`config.mk`:
```
export PLATFORM = sky130hd
export DESIGN_NAME = sorted_priority_queue
export DESIGN_NICKNAME = d
export VERILOG_FILES = /design/src/sv/spq_pkg.sv /design/src/sv/sorted_priority_queue.sv /design/src/sv/spq_mem.sv /design/src/sv/spq_ctrl.sv
export SDC_FILE = /design/constraint.sdc
export NUM_CORES = 1
export LEC_CHECK = 0
export BUFFER_PORTS_ARGS = -buffer_cell sky130_fd_sc_hd__buf_4
export CORE_ASPECT_RATIO = 2
export CORE_MARGIN = 4
export CORE_UTILIZATION = 55
export DETAILED_ROUTE_END_ITERATION = 6
export PLACE_DENSITY = 0.81
export SLEW_MARGIN = 20
export SYNTH_ARGS = -nofsm -noshare
export SYNTH_HDL_FRONTEND = slang
export SYNTH_SLANG_ARGS = --single-unit
```
`constraint.sdc`:
```
create_clock -name clk -period 13.5 [get_ports clk]
set_input_delay 4.05 -clock clk [delete_from_list [all_inputs] [get_ports clk]]
set_output_delay 4.05 -clock clk [all_outputs]
set_load 0.005 [all_outputs]
```
`src/sv/spq_pkg.sv`:
```
// ----------------------------------------------------------------------------
// spq_pkg: shared definitions for the sorted priority queue
// Sizes, request and result payloads, memory port bundle, opcodes, status
// codes and sequencer states.
// ----------------------------------------------------------------------------
package spq_pkg;

  // Storage size and field widths.
  localparam int DEPTH     = 16;
  localparam int DATA_BITS = 32;
  localparam int PRIO_BITS = 16;
  localparam int IDX_W     = $clog2(DEPTH);
  localparam int CNT_W     = $clog2(DEPTH + 1);

  // Action codes. Query size and the unused codes share the default path.
  localparam logic [2:0] ACT_ENQ  = 3'd0;
  localparam logic [2:0] ACT_DEQ  = 3'd1;
  localparam logic [2:0] ACT_PEEK = 3'd2;
  localparam logic [2:0] ACT_LIST = 3'd3;

  // Status codes.
  localparam logic [1:0] STAT_OK    = 2'd0;
  localparam logic [1:0] STAT_DUP   = 2'd1;
  localparam logic [1:0] STAT_FULL  = 2'd2;
  localparam logic [1:0] STAT_EMPTY = 2'd3;

  // Input request payload.
  typedef struct packed {
    logic [2:0]           action;
    logic [PRIO_BITS-1:0] priority_req;
    logic [DATA_BITS-1:0] data_in;
  } req_t;

  // Result payload.
  typedef struct packed {
    logic [1:0]           status;
    logic [DATA_BITS-1:0] data_out;
    logic [PRIO_BITS-1:0] priority_out;
    logic [CNT_W-1:0]     count;
    logic                 empty_res;
    logic                 last;
  } res_t;

  // One stored entry.
  typedef struct packed {
    logic [PRIO_BITS-1:0] prio;
    logic [DATA_BITS-1:0] data;
  } entry_t;

  // Access bundle from the sequencer to the entry memory.
  typedef struct packed {
    logic             we;
    logic [IDX_W-1:0] waddr;
    entry_t           wdata;
    logic [IDX_W-1:0] raddr;
  } mem_req_t;

  // Sequencer states.
  typedef enum logic [3:0] {
    ST_IDLE,
    ST_SCAN_RD,
    ST_SCAN_CMP,
    ST_SHIFT_RD,
    ST_SHIFT_WR,
    ST_INSERT,
    ST_HEAD_RD,
    ST_HEAD_USE,
    ST_DOWN_RD,
    ST_DOWN_WR,
    ST_LIST_RD,
    ST_LIST_OUT
  } state_t;

endpackage

```
`src/sv/sorted_priority_queue.sv`:
```
// ----------------------------------------------------------------------------
// sorted_priority_queue: sorted-list priority queue
// Holds up to DEPTH entries, highest priority at the head, in a small
// memory walked by a small sequencer.
// ----------------------------------------------------------------------------
// Start high with busy low takes a request; if it leaves idle, busy stays high
// until the request is done. Every result appears on out_res for exactly one
// cycle with out_valid high, one cycle after the sequencer produces it, and
// must be captured then: the receiver cannot hold results off. Each entry
// visited costs one memory read and then one compare or write, since
// the memory has a single registered read port. Size queries and dequeue,
// peek or list on an empty queue are answered from idle; enqueue scans to
// the insert point, moves the entries below it up one place and writes the
// new entry; a duplicate or a full queue ends the enqueue after the scan;
// dequeue reads the head and moves the rest down; peek reads the head; a
// list run gives one result per entry, head first.
// ----------------------------------------------------------------------------
module sorted_priority_queue (
  input  logic          clk,
  input  logic          rst_n,
  input  logic          start,
  output logic          busy,
  input  spq_pkg::req_t in_req,
  output logic          out_valid,
  output spq_pkg::res_t out_res
);

  spq_pkg::mem_req_t mem_req;
  spq_pkg::entry_t   mem_rdata;
  logic              res_valid;
  spq_pkg::res_t     res;
  logic              out_valid_r;
  spq_pkg::res_t     out_res_r;

  spq_ctrl u_ctrl (
    .clk         (clk),
    .rst_n       (rst_n),
    .start       (start),
    .req_i       (in_req),
    .busy        (busy),
    .mem_o       (mem_req),
    .rdata_i     (mem_rdata),
    .res_valid_o (res_valid),
    .res_o       (res)
  );

  spq_mem u_mem (
    .clk     (clk),
    .mem_i   (mem_req),
    .rdata_o (mem_rdata)
  );

  // Result strobe register.
  always_ff @(posedge clk) begin
    if (!rst_n) begin
      out_valid_r <= 1'b0;
    end else begin
      out_valid_r <= res_valid;
    end
  end

  // Result payload register.
  always_ff @(posedge clk) begin
    if (res_valid) begin
      out_res_r <= res;
    end
  end

  assign out_valid = out_valid_r;
  assign out_res   = out_res_r;

endmodule

```
`src/sv/spq_mem.sv`:
```
// ----------------------------------------------------------------------------
// spq_mem: entry storage
// One write port and one read port with registered read data.
// ----------------------------------------------------------------------------
module spq_mem (
  input  logic              clk,
  input  spq_pkg::mem_req_t mem_i,
  output spq_pkg::entry_t   rdata_o
);

  spq_pkg::entry_t mem_r [spq_pkg::DEPTH];
  spq_pkg::entry_t rdata_r;

  // Write port.
  always_ff @(posedge clk) begin
    if (mem_i.we) begin
      mem_r[mem_i.waddr] <= mem_i.wdata;
    end
  end

  // Registered read port.
  always_ff @(posedge clk) begin
    rdata_r <= mem_r[mem_i.raddr];
  end

  assign rdata_o = rdata_r;

endmodule

```
`src/sv/spq_ctrl.sv`:
```
// ----------------------------------------------------------------------------
// spq_ctrl: queue sequencer
// Walks the entry memory one entry at a time with a single priority
// comparator: scan for the insert point, shift entries up or down, and
// read out the list. Holds the entry count.
// ----------------------------------------------------------------------------
module spq_ctrl (
  input  logic              clk,
  input  logic              rst_n,
  input  logic              start,
  input  spq_pkg::req_t     req_i,
  output logic              busy,
  output spq_pkg::mem_req_t mem_o,
  input  spq_pkg::entry_t   rdata_i,
  output logic              res_valid_o,
  output spq_pkg::res_t     res_o
);

  spq_pkg::state_t                 state_r, state_nxt;
  logic [spq_pkg::IDX_W-1:0]       idx_r, idx_nxt;
  logic [spq_pkg::IDX_W-1:0]       pos_r, pos_nxt;
  logic [spq_pkg::CNT_W-1:0]       count_r, count_nxt;
  spq_pkg::entry_t                 new_r, new_nxt;
  spq_pkg::entry_t                 head_r, head_nxt;
  logic                            peek_r, peek_nxt;

  logic                            prio_eq;
  logic                            prio_gt;
  logic                            idx_is_last;
  logic [1:0]                      res_status;
  spq_pkg::entry_t                 res_entry;
  logic                            res_last;

  // Shared comparator between the new priority and the entry just read.
  assign prio_eq     = new_r.prio == rdata_i.prio;
  assign prio_gt     = new_r.prio > rdata_i.prio;
  assign idx_is_last = (spq_pkg::CNT_W'(idx_r) + spq_pkg::CNT_W'(1)) == count_r;

  assign busy = state_r != spq_pkg::ST_IDLE;

  // Control registers.
  always_ff @(posedge clk) begin
    if (!rst_n) begin
      state_r <= spq_pkg::ST_IDLE;
      count_r <= '0;
    end else begin
      state_r <= state_nxt;
      count_r <= count_nxt;
    end
  end

  // Working registers.
  always_ff @(posedge clk) begin
    idx_r  <= idx_nxt;
    pos_r  <= pos_nxt;
    new_r  <= new_nxt;
    head_r <= head_nxt;
    peek_r <= peek_nxt;
  end

  // Next state, memory accesses and result.
  always_comb begin
    state_nxt   = state_r;
    idx_nxt     = idx_r;
    pos_nxt     = pos_r;
    count_nxt   = count_r;
    new_nxt     = new_r;
    head_nxt    = head_r;
    peek_nxt    = peek_r;
    mem_o       = '0;
    res_valid_o = 1'b0;
    res_status  = spq_pkg::STAT_OK;
    res_entry   = '0;
    res_last    = 1'b0;

    unique case (state_r)
      spq_pkg::ST_IDLE: begin
        if (start) begin
          new_nxt.prio = req_i.priority_req;
          new_nxt.data = req_i.data_in;
          idx_nxt      = '0;
          peek_nxt     = req_i.action == spq_pkg::ACT_PEEK;
          case (req_i.action) inside
            spq_pkg::ACT_ENQ: begin
              if (count_r == '0) begin
                pos_nxt   = '0;
                state_nxt = spq_pkg::ST_INSERT;
              end else begin
                state_nxt = spq_pkg::ST_SCAN_RD;
              end
            end
            spq_pkg::ACT_DEQ, spq_pkg::ACT_PEEK: begin
              if (count_r == '0) begin
                res_valid_o = 1'b1;
                res_status  = spq_pkg::STAT_EMPTY;
              end else begin
                state_nxt = spq_pkg::ST_HEAD_RD;
              end
            end
            spq_pkg::ACT_LIST: begin
              if (count_r == '0) begin
                res_valid_o = 1'b1;
                res_status  = spq_pkg::STAT_EMPTY;
                res_last    = 1'b1;
              end else begin
                state_nxt = spq_pkg::ST_LIST_RD;
              end
            end
            default: begin
              // Size query and unused codes report the count only.
              res_valid_o = 1'b1;
            end
          endcase
        end
      end

      // Scan from the head for the first entry not above the new priority.
      spq_pkg::ST_SCAN_RD: begin
        mem_o.raddr = idx_r;
        state_nxt   = spq_pkg::ST_SCAN_CMP;
      end

      spq_pkg::ST_SCAN_CMP: begin
        if (prio_eq) begin
          res_valid_o = 1'b1;
          res_status  = spq_pkg::STAT_DUP;
          state_nxt   = spq_pkg::ST_IDLE;
        end else if (prio_gt || idx_is_last) begin
          if (count_r == spq_pkg::CNT_W'(spq_pkg::DEPTH)) begin
            res_valid_o = 1'b1;
            res_status  = spq_pkg::STAT_FULL;
            state_nxt   = spq_pkg::ST_IDLE;
          end else if (prio_gt) begin
            // Open a slot at idx by moving the tail up one place.
            pos_nxt   = idx_r;
            idx_nxt   = count_r[spq_pkg::IDX_W-1:0];
            state_nxt = spq_pkg::ST_SHIFT_RD;
          end else begin
            pos_nxt   = count_r[spq_pkg::IDX_W-1:0];
            state_nxt = spq_pkg::ST_INSERT;
          end
        end else begin
          idx_nxt   = idx_r + spq_pkg::IDX_W'(1);
          state_nxt = spq_pkg::ST_SCAN_RD;
        end
      end

      // Move entry idx-1 to idx, from the tail down to the insert point.
      spq_pkg::ST_SHIFT_RD: begin
        mem_o.raddr = idx_r - spq_pkg::IDX_W'(1);
        state_nxt   = spq_pkg::ST_SHIFT_WR;
      end

      spq_pkg::ST_SHIFT_WR: begin
        mem_o.we    = 1'b1;
        mem_o.waddr = idx_r;
        mem_o.wdata = rdata_i;
        idx_nxt     = idx_r - spq_pkg::IDX_W'(1);
        if ((idx_r - spq_pkg::IDX_W'(1)) == pos_r) begin
          state_nxt = spq_pkg::ST_INSERT;
        end else begin
          state_nxt = spq_pkg::ST_SHIFT_RD;
        end
      end

      spq_pkg::ST_INSERT: begin
        mem_o.we    = 1'b1;
        mem_o.waddr = pos_r;
        mem_o.wdata = new_r;
        count_nxt   = count_r + spq_pkg::CNT_W'(1);
        res_valid_o = 1'b1;
        state_nxt   = spq_pkg::ST_IDLE;
      end

      // Head read for dequeue and peek.
      spq_pkg::ST_HEAD_RD: begin
        mem_o.raddr = '0;
        state_nxt   = spq_pkg::ST_HEAD_USE;
      end

      spq_pkg::ST_HEAD_USE: begin
        head_nxt = rdata_i;
        if (peek_r) begin
          res_valid_o = 1'b1;
          res_entry   = rdata_i;
          state_nxt   = spq_pkg::ST_IDLE;
        end else if (count_r == spq_pkg::CNT_W'(1)) begin
          count_nxt   = '0;
          res_valid_o = 1'b1;
          res_entry   = rdata_i;
          state_nxt   = spq_pkg::ST_IDLE;
        end else begin
          idx_nxt   = spq_pkg::IDX_W'(1);
          state_nxt = spq_pkg::ST_DOWN_RD;
        end
      end

      // Move entry idx to idx-1 until the tail has closed the gap.
      spq_pkg::ST_DOWN_RD: begin
        mem_o.raddr = idx_r;
        state_nxt   = spq_pkg::ST_DOWN_WR;
      end

      spq_pkg::ST_DOWN_WR: begin
        mem_o.we    = 1'b1;
        mem_o.waddr = idx_r - spq_pkg::IDX_W'(1);
        mem_o.wdata = rdata_i;
        if (idx_is_last) begin
          count_nxt   = count_r - spq_pkg::CNT_W'(1);
          res_valid_o = 1'b1;
          res_entry   = head_r;
          state_nxt   = spq_pkg::ST_IDLE;
        end else begin
          idx_nxt   = idx_r + spq_pkg::IDX_W'(1);
          state_nxt = spq_pkg::ST_DOWN_RD;
        end
      end

      // List run: one result per entry, head first.
      spq_pkg::ST_LIST_RD: begin
        mem_o.raddr = idx_r;
        state_nxt   = spq_pkg::ST_LIST_OUT;
      end

      spq_pkg::ST_LIST_OUT: begin
        res_valid_o = 1'b1;
        res_entry   = rdata_i;
        res_last    = idx_is_last;
        if (idx_is_last) begin
          state_nxt = spq_pkg::ST_IDLE;
        end else begin
          idx_nxt   = idx_r + spq_pkg::IDX_W'(1);
          state_nxt = spq_pkg::ST_LIST_RD;
        end
      end

      default: begin
        state_nxt = spq_pkg::ST_IDLE;
      end
    endcase

    res_o.status       = res_status;
    res_o.data_out     = res_entry.data;
    res_o.priority_out = res_entry.prio;
    res_o.count        = count_nxt;
    res_o.empty_res    = count_nxt == '0;
    res_o.last         = res_last;
  end

endmodule
```
==> flow_metrics.env <==
export IMPL_clock_latency_ns=0.62
export IMPL_hold_buffers=0
export IMPL_synth_top_area_share_pct=73.9
export IMPL_postCtsSetupRepairBufs=0
export IMPL_die_y_um=379
export IMPL_fin_skew_ns=0.0309
export IMPL_yosys_cell_types_count=72
export IMPL_grt_pass1_vias=20600
export IMPL_critPathRequiredTime_ns=9.45
export IMPL_p_switching_uw=2420
export IMPL_min_to="u_ctrl.head_r[21]"
export IMPL_syn_nets=1926
export IMPL_netSwitchingFraction_pct=29.1
export IMPL_die_w_um=193
export IMPL_whs_path_depth=0
export IMPL_netlist_instances=1851
export IMPL_dp_hpwl_mm=43.6
export IMPL_synth_enable_flop_cells=930
export IMPL_cts_root_buf="clkbuf_16"
export IMPL_syn_mean_instance_area_um2=20.4
export IMPL_ys_seq_area_share_pct=77.0
export IMPL_min_period_ns=6.13
export IMPL_detail_route_antenna_nets=0
export IMPL_holdWs_ns=0.468
export IMPL_ir_drop_mv=0.163
export IMPL_synth_most_common_cell="edfxtp_1"
export IMPL_internal_power_uw=5900
export IMPL_hold_viol_final=0
export IMPL_core_um2=67900
export IMPL_htree_levels=3
export IMPL_yosysWarningCount=0
export IMPL_pre_cts_ws_ns=7.03
export IMPL_clock_fmax_mhz=163
export IMPL_crit_type="flip-flop to output pin"
export IMPL_post_cts_resized=0
export IMPL_yosys_register_bits=988
export IMPL_worstMarginPinSlew_ns=1.08
export IMPL_final_cells=2933
export IMPL_grt_use_total_pct=25.1
export IMPL_slew_headroom_pct=28.2
export IMPL_grt_max_degree=192
export IMPL_io_pins=113
export IMPL_cap_violations=0
export IMPL_rows=135
export IMPL_crit_path_max_fanout=26
export IMPL_vias_per_cell=6.77
export IMPL_synth_top_cells_by_area="edfxtp_1 74%, mux4_2 11%, dfxtp_1 3.1%"
export IMPL_syn_to_final_growth_pct=12.2
export IMPL_synth_top_cell_by_area="edfxtp_1"
export IMPL_post_route_period_util_pct=45.4
export IMPL_dr_pass1_iters=7
export IMPL_powerDensity_nw_per_um2=197
export IMPL_antenna_cells=0
export IMPL_drive_gt1_share_pct=24.9
export IMPL_clock_path_buffers=3
export IMPL_ys_flop_type="edfxtp_1"
export IMPL_io_buffers=112
export IMPL_grt_pass1_wl_mm=136
export IMPL_synthArstFlopShare_pct=0
export IMPL_power_frac_clock_pct=28.3
export IMPL_drt_initial_drc_count=2319
export IMPL_start_util_pct=55.6
export IMPL_antenna_found_initial=2
export IMPL_grt_setup_unrepaired="false"
export IMPL_routabilityCongestion=0.861
export IMPL_r2r_cells=10
export IMPL_min_path_type="flip-flop to flip-flop"
export IMPL_slew_viol_final=0
export IMPL_wire_per_inst_um=31.4
export IMPL_setup_viol=0
export IMPL_drc=0
export IMPL_crit_path_start_kind="flip-flop"
export IMPL_vias=19900
export IMPL_r2r_slack_ns=8.73
export IMPL_crit_path_end_kind="output pin"
export IMPL_status="completed"
export IMPL_drt_total_wl_mm=92.0
export IMPL_p_comb_share_pct=22.8
export IMPL_placedCellCount=2782
export IMPL_worstReg2RegStart="u_ctrl.idx_r[0]"
export IMPL_cts_tree="yes"
export IMPL_synthesis_area_um2=37800
export IMPL_postLayoutSetupSlackWorst_ns=7.37
export IMPL_p_leak_uw=0.0134
export IMPL_arrival_ns=2.08
export IMPL_p_seq_share_pct=48.8
export IMPL_clock_sinks=988
export IMPL_numCtsBuffers=81
export IMPL_synth_common_cells="930 x edfxtp_1, 192 x mux4_2, 101 x a22oi_1"
export IMPL_fin_tns_setup_ns=0
export IMPL_clk_pin_slew_ns=0.07
export IMPL_finalNetCount=2051
export IMPL_die_area_um2=73200
export IMPL_holdCritStartpoint="u_mem.rdata_o[21]"
export IMPL_grt_ovfl_total=0
export IMPL_r2r_end="out_res[52]"
==> per-stage QoR <==
stage	utilization [%]	power, µW	cell area [µm²]
floorplan	-	5320	37800
global placement	58.4	5880	39700
detailed placement	58.4	5970	39700
CTS	62.3	8350	42300
global route	62.4	8660	42400
finish	62.4	8330	42400
==> critical path, stage by stage, from the launching register on <==
cell	delay, ns
dfxtp_1	0.65
nor4_1	0.59
inv_1	0.08
buf_4	0.15
==> registers in the layout, summed over array words and instances, names as in the netlist <==
name            cells
u_mem.mem_r       768
out_res            57
u_ctrl.head_r      48
u_ctrl.new_r       48
u_mem.rdata_o      48
u_ctrl.count_r      5
u_ctrl.idx_r        4
u_ctrl.pos_r        4
u_ctrl.state_r      4
out_valid           1
u_ctrl.peek_r       1
==> power by group through the flow <==
| stage | combinational [µW] | clock [µW] | sequential [µW] |
|---|---|---|---|
| 2_1_floorplan | 1310 | 0 | 4010 |
| 3_3_place_gp | 1790 | 0 | 4090 |
| 3_5_place_dp | 1870 | 0 | 4110 |
| 4_1_cts | 1910 | 2390 | 4060 |
| 5_1_grt | 2050 | 2520 | 4090 |
| 6_report | 1900 | 2360 | 4060 |
==> final cells by class <==
| cell class | count | area [µm²] |
|---|---|---|
| Fill cell | 4476 | 25500 |
| Clock inverter | 50 | 438 |
| Inverter | 27 | 101 |
| Timing Repair Buffer | 147 | 1150 |
| Tap cell | 890 | 1110 |
| Multi-Input combinational cell | 731 | 8270 |
| Clock buffer | 100 | 2210 |
| Sequential cell | 988 | 29100 |
==> cells by family after synthesis <==
group,Yosys count,synth area share (%)
xor gates and xnor gates,14,0.364
adders and majority gates,21,0.696
DFF,988,77.0
buffers and inverters,132,1.66
and+or+nand+nor,202,2.71
AOI/OAI and AO/OA,300,6.05
muxes,194,11.5
==> cell usage in the layout, fill, tap and decap left out, types with 19 or more instances in the layout <==
cell,synthesis,routed
a21oi_1,24,21
nand2_1,80,79
clkbuf_16,0,85
mux4_2,192,192
buf_4,22,144
dfxtp_1,58,58
a22o_1,96,96
edfxtp_1,930,930
clkinv_2,0,20
nor2_1,36,19
o21ai_0,24,22
a22oi_1,101,101
ha_1,21,21
inv_1,25,25
==> routing by layer <==
layer,part of all wire (%),GRT usage [%]
met5,0.014,0
met4,4.8,11.6
met3,9.4,3.99
met2,51,42.5
met1,34,32.5
==> worst max-delay path by stage <==
| stage | from | end | slack (ns) |
|---|---|---|---|
| finish | u_ctrl.state_r[2] | busy | 7.37 |
| global placement | in_req[49] | out_res[52] | 7.16 |
| global route | u_ctrl.state_r[2] | busy | 7.17 |
| detailed placement | in_req[49] | out_res[52] | 7.03 |
| CTS | u_ctrl.state_r[2] | busy | 7.38 |
| floorplan | in_req[49] | out_res[0] | 5.95 |
Note: power is estimated with default switching activity, not from simulation.
